## src/rtl/core/ttrrs_pkg.sv

```systemverilog
// Package for the thread table round-robin scheduler.
// Holds table size, field widths, command/status/slot codes and pointer helpers.
// No dependencies.
package ttrrs_pkg;

  localparam int unsigned MaxThreads = 16;
  localparam int unsigned SlotW      = $clog2(MaxThreads);
  localparam int unsigned MaskW      = 64;
  localparam int unsigned IdW        = 4;

  typedef logic [SlotW-1:0] slot_t;
  typedef logic [MaskW-1:0] mask_t;

  typedef enum logic [2:0] {
    KindStart    = 3'd0,
    KindRun      = 3'd1,
    KindSchedule = 3'd2,
    KindExit     = 3'd3,
    KindSuspend  = 3'd4,
    KindResume   = 3'd5
  } kind_e;

  typedef enum logic [1:0] {
    StatOk         = 2'd0,
    StatNoSlot     = 2'd1,
    StatNotRunning = 2'd2
  } status_e;

  typedef enum logic [1:0] {
    SlotUnused   = 2'd0,
    SlotRunnable = 2'd1,
    SlotBlocked  = 2'd2,
    SlotExited   = 2'd3
  } slot_state_e;

  typedef enum logic [1:0] {
    FsmIdle,
    FsmPrime,
    FsmScan
  } fsm_e;

  // Advance a slot pointer with wrap at the table size.
  function automatic slot_t slot_inc(slot_t s);
    return (s == slot_t'(MaxThreads - 1)) ? '0 : s + slot_t'(1);
  endfunction

endpackage

```

## src/rtl/core/thread_table_round_robin_scheduler.sv

```systemverilog
// Top level of the thread table round-robin scheduler.
// Depends on ttrrs_pkg and ttrrs_ram (wait masks).
//
// A request is taken when start is high and busy is low; its result shows on
// status_o, thread_id_o and switched_o for exactly one cycle with valid_o high, and
// the receiver cannot stall it. Start, run, resume and requests refused because the
// scheduler is not yet running answer on the cycle after acceptance and leave busy
// low. Schedule, exit and suspend walk the slot table round-robin, one slot per cycle
// through the registered read port of the wait-mask memory, examining 1 to MaxThreads
// slots; busy is high until the result cycle, when a new request can be taken.
// Slot states and joinable bits sit in flops that reset clears; a wait mask is only
// read for a blocked slot, whose mask the suspend has written, so no clearing pass.
module thread_table_round_robin_scheduler (
  input  logic                  clk_i,
  input  logic                  rst_ni,
  input  logic                  start,
  output logic                  busy,
  input  logic [2:0]            kind_i,
  input  logic                  joinable_flag_i,
  input  logic [63:0]           channel_mask_i,
  output logic                  valid_o,
  output logic [1:0]            status_o,
  output logic [3:0]            thread_id_o,
  output logic                  switched_o
);

  ttrrs_pkg::fsm_e        fsm_q, fsm_d;
  ttrrs_pkg::slot_state_e state_q [ttrrs_pkg::MaxThreads];
  ttrrs_pkg::slot_state_e state_d [ttrrs_pkg::MaxThreads];
  logic                   join_q  [ttrrs_pkg::MaxThreads];
  logic                   join_d  [ttrrs_pkg::MaxThreads];

  ttrrs_pkg::slot_t cur_q, cur_d;
  ttrrs_pkg::slot_t idle_q, idle_d;
  ttrrs_pkg::slot_t rot_q, rot_d;
  ttrrs_pkg::slot_t look_q, look_d;
  ttrrs_pkg::slot_t cnt_q, cnt_d;
  logic             running_q, running_d;
  ttrrs_pkg::mask_t pend_q, pend_d;
  ttrrs_pkg::mask_t ev_q, ev_d;

  logic                       valid_q, valid_d;
  ttrrs_pkg::status_e         status_q, status_d;
  logic [ttrrs_pkg::IdW-1:0]  id_q, id_d;
  logic                       switched_q, switched_d;

  logic             ram_we;
  ttrrs_pkg::slot_t ram_raddr;
  ttrrs_pkg::mask_t ram_rdata;

  logic             free_found;
  ttrrs_pkg::slot_t free_slot;
  logic             hit;
  ttrrs_pkg::slot_t next_slot;

  ttrrs_ram #(
    .Width (ttrrs_pkg::MaskW),
    .Depth (ttrrs_pkg::MaxThreads)
  ) u_wait_ram (
    .clk_i   (clk_i),
    .we_i    (ram_we),
    .waddr_i (cur_q),
    .wdata_i (channel_mask_i),
    .raddr_i (ram_raddr),
    .rdata_o (ram_rdata)
  );

  // Lowest unused slot.
  always_comb begin
    free_found = 1'b0;
    free_slot  = '0;
    for (int i = ttrrs_pkg::MaxThreads - 1; i >= 0; i--) begin
      if (state_q[i] == ttrrs_pkg::SlotUnused) begin
        free_found = 1'b1;
        free_slot  = ttrrs_pkg::slot_t'(i);
      end
    end
  end

  always_comb begin
    fsm_d      = fsm_q;
    state_d    = state_q;
    join_d     = join_q;
    cur_d      = cur_q;
    idle_d     = idle_q;
    rot_d      = rot_q;
    look_d     = look_q;
    cnt_d      = cnt_q;
    running_d  = running_q;
    pend_d     = pend_q;
    ev_d       = ev_q;
    valid_d    = 1'b0;
    status_d   = status_q;
    id_d       = id_q;
    switched_d = switched_q;
    ram_we     = 1'b0;
    ram_raddr  = rot_q;
    hit        = 1'b0;
    next_slot  = idle_q;

    unique case (fsm_q)
      ttrrs_pkg::FsmIdle: begin
        if (start) begin
          valid_d    = 1'b1;
          status_d   = ttrrs_pkg::StatOk;
          switched_d = 1'b0;
          id_d       = ttrrs_pkg::IdW'(cur_q);
          case (kind_i)
            ttrrs_pkg::KindStart: begin
              if (free_found) begin
                state_d[free_slot] = ttrrs_pkg::SlotRunnable;
                join_d[free_slot]  = joinable_flag_i;
                id_d               = ttrrs_pkg::IdW'(free_slot);
              end else begin
                status_d = ttrrs_pkg::StatNoSlot;
                id_d     = '0;
              end
            end
            ttrrs_pkg::KindRun: begin
              if (!running_q) begin
                if (free_found) begin
                  state_d[free_slot] = ttrrs_pkg::SlotRunnable;
                  join_d[free_slot]  = 1'b0;
                  idle_d             = free_slot;
                  cur_d              = free_slot;
                  running_d          = 1'b1;
                  id_d               = ttrrs_pkg::IdW'(free_slot);
                  switched_d         = 1'b1;
                end else begin
                  status_d = ttrrs_pkg::StatNoSlot;
                  id_d     = '0;
                end
              end
            end
            default: begin
              if (!running_q) begin
                status_d = ttrrs_pkg::StatNotRunning;
                id_d     = '0;
              end else begin
                case (kind_i) inside
                  ttrrs_pkg::KindSchedule, ttrrs_pkg::KindExit, ttrrs_pkg::KindSuspend: begin
                    // Hold the result until the scan ends; consume pending events.
                    valid_d = 1'b0;
                    ev_d    = pend_q;
                    pend_d  = '0;
                    fsm_d   = ttrrs_pkg::FsmPrime;
                    if (kind_i == ttrrs_pkg::KindExit) begin
                      state_d[cur_q] = join_q[cur_q] ? ttrrs_pkg::SlotExited
                                                     : ttrrs_pkg::SlotUnused;
                    end else if (kind_i == ttrrs_pkg::KindSuspend) begin
                      state_d[cur_q] = ttrrs_pkg::SlotBlocked;
                      ram_we         = 1'b1;
                    end
                  end
                  ttrrs_pkg::KindResume: begin
                    pend_d = pend_q | channel_mask_i;
                  end
                  default: begin
                  end
                endcase
              end
            end
          endcase
        end
      end
      ttrrs_pkg::FsmPrime: begin
        look_d = rot_q;
        rot_d  = ttrrs_pkg::slot_inc(rot_q);
        cnt_d  = '0;
        fsm_d  = ttrrs_pkg::FsmScan;
      end
      ttrrs_pkg::FsmScan: begin
        // Examine look_q with its mask from the RAM; prefetch the next slot.
        look_d = rot_q;
        rot_d  = ttrrs_pkg::slot_inc(rot_q);
        cnt_d  = cnt_q + ttrrs_pkg::slot_t'(1);
        if (look_q != idle_q) begin
          if (state_q[look_q] == ttrrs_pkg::SlotBlocked && |(ram_rdata & ev_q)) begin
            state_d[look_q] = ttrrs_pkg::SlotRunnable;
            hit             = 1'b1;
          end
          if (state_q[look_q] == ttrrs_pkg::SlotRunnable) begin
            hit = 1'b1;
          end
        end
        next_slot = hit ? look_q : idle_q;
        if (hit || cnt_q == ttrrs_pkg::slot_t'(ttrrs_pkg::MaxThreads - 1)) begin
          // Drop the prefetch: pointer sits just past the last slot examined.
          rot_d      = ttrrs_pkg::slot_inc(look_q);
          cur_d      = next_slot;
          valid_d    = 1'b1;
          status_d   = ttrrs_pkg::StatOk;
          id_d       = ttrrs_pkg::IdW'(next_slot);
          switched_d = (next_slot != cur_q);
          fsm_d      = ttrrs_pkg::FsmIdle;
        end
      end
      default: begin
        fsm_d = ttrrs_pkg::FsmIdle;
      end
    endcase
  end

  always_ff @(posedge clk_i or negedge rst_ni) begin
    if (!rst_ni) begin
      fsm_q     <= ttrrs_pkg::FsmIdle;
      cur_q     <= '0;
      idle_q    <= '0;
      rot_q     <= '0;
      running_q <= 1'b0;
      pend_q    <= '0;
      valid_q   <= 1'b0;
      for (int i = 0; i < ttrrs_pkg::MaxThreads; i++) begin
        state_q[i] <= ttrrs_pkg::SlotUnused;
        join_q[i]  <= 1'b0;
      end
    end else begin
      fsm_q     <= fsm_d;
      cur_q     <= cur_d;
      idle_q    <= idle_d;
      rot_q     <= rot_d;
      running_q <= running_d;
      pend_q    <= pend_d;
      valid_q   <= valid_d;
      state_q   <= state_d;
      join_q    <= join_d;
    end
  end

  always_ff @(posedge clk_i) begin
    look_q     <= look_d;
    cnt_q      <= cnt_d;
    ev_q       <= ev_d;
    status_q   <= status_d;
    id_q       <= id_d;
    switched_q <= switched_d;
  end

  assign busy        = (fsm_q != ttrrs_pkg::FsmIdle);
  assign valid_o     = valid_q;
  assign status_o    = status_q;
  assign thread_id_o = id_q;
  assign switched_o  = switched_q;

endmodule

```

## src/rtl/core/ttrrs_ram.sv

```systemverilog
// Generic single-write, single-read synchronous RAM with registered read data.
// No dependencies.
module ttrrs_ram #(
  parameter int unsigned Width = 8,
  parameter int unsigned Depth = 16
) (
  input  logic                     clk_i,
  input  logic                     we_i,
  input  logic [$clog2(Depth)-1:0] waddr_i,
  input  logic [Width-1:0]         wdata_i,
  input  logic [$clog2(Depth)-1:0] raddr_i,
  output logic [Width-1:0]         rdata_o
);

  logic [Width-1:0] mem_q [Depth];
  logic [Width-1:0] rdata_q;

  always_ff @(posedge clk_i) begin
    if (we_i) begin
      mem_q[waddr_i] <= wdata_i;
    end
    rdata_q <= mem_q[raddr_i];
  end

  assign rdata_o = rdata_q;

endmodule

```

## config.mk

```make
export PLATFORM = sky130hd
export DESIGN_NAME = thread_table_round_robin_scheduler
export DESIGN_NICKNAME = d
export VERILOG_FILES = /design/src/rtl/core/ttrrs_pkg.sv /design/src/rtl/core/thread_table_round_robin_scheduler.sv /design/src/rtl/core/ttrrs_ram.sv
export SDC_FILE = /design/constraint.sdc
export NUM_CORES = 1
export LEC_CHECK = 0
export BUFFER_PORTS_ARGS = -buffer_cell sky130_fd_sc_hd__clkbuf_2
export CORE_UTILIZATION = 54
export CTS_CLUSTER_DIAMETER = 120
export DETAILED_ROUTE_END_ITERATION = 10
export PLACE_DENSITY = 0.68
export SETUP_SLACK_MARGIN = 0.1
export SLEW_MARGIN = 40
export SYNTH_ARGS = -nofsm -noshare
export SYNTH_HDL_FRONTEND = slang
export SYNTH_HIERARCHICAL = 1
export SYNTH_SLANG_ARGS = --single-unit
```

## constraint.sdc

```tcl
create_clock -name clk_i -period 11.5 [get_ports clk_i]
set_input_delay 2.3 -clock clk_i [delete_from_list [all_inputs] [get_ports clk_i]]
set_output_delay 2.3 -clock clk_i [all_outputs]
set_load 0.05 [all_outputs]
```

==> run_results.csv <==
group,metric,value,unit
timing,hold_ws,0.444,ns
timing,setup_viol,0,
place,io_buffers,79,
critical_path,critPathCaptureType,"register",
critical_path,r2r_start,"look_q[0]",
grt,gr-total-overflow,0,
pwr,combPwrFrac,25.1,%
place,dpl.hpwl,69.8,mm
pwr,clkPwrFrac,31.5,%
critical_path,cp.required,12.11,ns
drt,first_pass_iters,6,
timing,fmax,220,MHz
clock_network,cts_num_sinks,1295,
layout,area_delta_synth_final,12.5,%
clock_network,cts_tree,"yes",
pwr,power_leakage,0.0187,uW
critical_path,worstReg2RegEnd,"state_q[15]",
critical_path,start_kind,"input pin",
timing,min_period,4.55,ns
clock_network,clkLatencyLatePin,0.74,ns
layout,layout_commonest_cell,"edfxtp_1",
logic_synthesis,syn_avg_cell_area,19.1,um^2
pwr,irDropWorstVdd,0.000168,V
grt,grt_pass1_vias,26554,
hold_path,hp-class,"reg2reg",
drt,avgRoutedWirePerCell,30.0,um
timing,slew_headroom,40.0,%
floorplanning,coreArea,91500,um^2
critical_path,cp.arrival,5.16,ns
critical_path,r2r_slack,7.63,ns
logic_synthesis,synth.cell_area,49900,um^2
clock_network,cts_hold_buf,0,
pwr,p_seq_share,43.4,%
hold_path,worst_hold_path.endpoint,"ev_q[16]",
drt,postRouteAntennaNets,0,
hold_path,hold_path_depth,0,
timing,worstMarginPinSlew,0.900,ns
pwr,swShare,30.4,%
pwr,internal-power,9330,uW
grt,grt_pass1_wl,178,mm
clock_network,cts-buffers-inserted,130,
floorplanning,io_pins,80,
drt,drtIter0Drc,2881,
timing,layout_setup_ws,6.95,ns
layout,mostFrequentLayoutCells,"1103 x edfxtp_1, 261 x mux4_2, 162 x a22oi_1",
logic_synthesis,synthFlopType,"edfxtp_1",
pwr,power_density,239,nW/um^2
drt,viasPerCell,6.45,
outcome,status,"finished, final reports clean",
timing,fin_setup_tns,0,ns
floorplanning,die_w,306,um
logic_synthesis,synthDistinctLibCells,68,
job,cap_viol_max_count,0,
logic_synthesis,synth_cells,2606,
grt,antenna_found_initial,4,
logic_synthesis,synth_seq_cells,1295,
place,dpl_cell_area,51700,um^2
timing,fin_crit_sh,39.5,%
critical_path,path_max_fanout,25,
logic_synthesis,synth_nets,2686,
clock_network,cts_buffer_depth,3,
place,gp_congestion,0.905,
grt,grt.total_usage,26.4,%
floorplanning,die_h,306,um
clock_network,ctsResizeCount,0,
layout,final_nets,2815,
clock_network,path_clk_slew,0.06,ns
floorplanning,initial_core_util,54.5,%
place,pre_cts_ws,6.32,ns
critical_path,criticalPathCategory,"in2reg",
logic_synthesis,ys_warn_count,6,
clock_network,cts_root_buffer,"clkbuf_16",
clock_network,cts_max_level,4,
hold_path,hp-start,"pend_q[16]",
clock_network,cts_setup_buffers,0,
critical_path,reg2reg_depth,8,
logic_synthesis,ys_seq_area_share,75.4,%
timing,drv_slew,0,
grt,grt_max_degree,135,
floorplanning,dieArea,93500,um^2
logic_synthesis,synth-edff-count,1103,
timing,rsz0062_at_grt,"no",
floorplanning,rows,111,
timing,hold_viol,0,
layout,drive_gt1_share,23.5,%
drt,drc_errors,0,
layout,stdcell_area,56100,um^2
timing,skew,0.0302,ns
drt,via_count,26003,
logic_synthesis,synthArstFlopShare,9.88,%
pwr,power.switching,4070,uW
drt,drt_wl_total,121,mm
## layout make-up
cell class                      count  area [um^2]
Timing Repair Buffer              132          987
Tap cell                         1186         1480
Multi-Input combinational cell   1160        11600
Clock inverter                     62          696
Clock buffer                      177         3590
Inverter                           16         60.1
Fill cell                        6377        35500
Antenna cell                        1         2.50
Sequential cell                  1295        37600
## per-layer routing
metal,share of wire (%),global-route usage [%]
met2,49,42.5
met4,2.2,7.34
met1,41,37.6
met5,0.0091,0
met3,7.9,4.69
## flip-flops by register name (all words and copies together), names as in the netlist
name,cells
join_q,16
thread_id_o,4
switched_o,1
pend_q,64
u_wait_ram/rdata_o,64
status_o,2
fsm_q,2
u_wait_ram/mem_q,1024
cnt_q,4
running_q,1
idle_q,4
valid_o,1
state_q,32
ram_raddr,4
ev_q,64
look_q,4
cur_q,4
## metrics by stage
step                      util, %  cells  total power (uW)
final                        61.3   4029             13400
after global routing         61.3   4028             13900
after CTS                    61.2   4026             13500
after detailed placement     56.5   3787              9270
after global placement       56.3   3782              9200
after floorplan                 -   2606              8180
## worst max-delay path: stages
cell and delay (ns):
clkbuf_2 0.14, nor2b_1 0.23, nand2_2 0.40, o22ai_1 0.26, nand3_1 0.13, a211oi_1 0.49
a31oi_4 0.37, a21oi_1 0.40, o21ai_0 0.16, a22o_1 0.26
## cell usage after synthesis, types with 26 or more instances
| master | count | share of area [%] |
|---|---|---|
| nand2_1 | 129 | 0.97 |
| nor3_1 | 28 | 0.28 |
| a21oi_1 | 109 | 1.1 |
| nand3_1 | 26 | 0.26 |
| dfrtp_1 | 128 | 6.4 |
| nor2_1 | 152 | 1.1 |
| o21ai_0 | 37 | 0.37 |
| clkbuf_1 | 68 | 0.51 |
| edfxtp_1 | 1103 | 66 |
| dfxtp_1 | 64 | 2.6 |
| a22oi_1 | 162 | 2.4 |
| mux4_2 | 261 | 12 |
## power groups by stage
stage | Combinational (uW) | Sequential, uW | Clock (uW)
finish | 3370 | 5810 | 4220
global route | 3590 | 5850 | 4460
detailed placement | 3370 | 5900 | 0
global placement | 3310 | 5890 | 0
floorplan | 2380 | 5800 | 0
CTS | 3390 | 5810 | 4280
## how the worst max path moves through the flow
stage | depth (start not counted) | endpoint | from
6_report | 10 | state_q[15] | kind_i[1]
4_1_cts | 6 | u_wait_ram/mem_q[2][48] | start
2_1_floorplan | 5 | u_wait_ram/mem_q[0][0] | start
3_5_place_dp | 6 | u_wait_ram/mem_q[2][17] | start
3_3_place_gp | 6 | u_wait_ram/mem_q[10][4] | start
5_1_grt | 10 | state_q[17] | kind_i[1]
## cells by family after synthesis
kind of cell,count (synthesis),share of synthesized area [%]
compound gates,432,5.97
mux,308,13.0
xor+xnor,9,0.158
fa+ha+maj,9,0.226
buf+inv,151,1.62
simple gates,402,3.55
flops,1295,75.4
(Power assumes the default switching activity.)
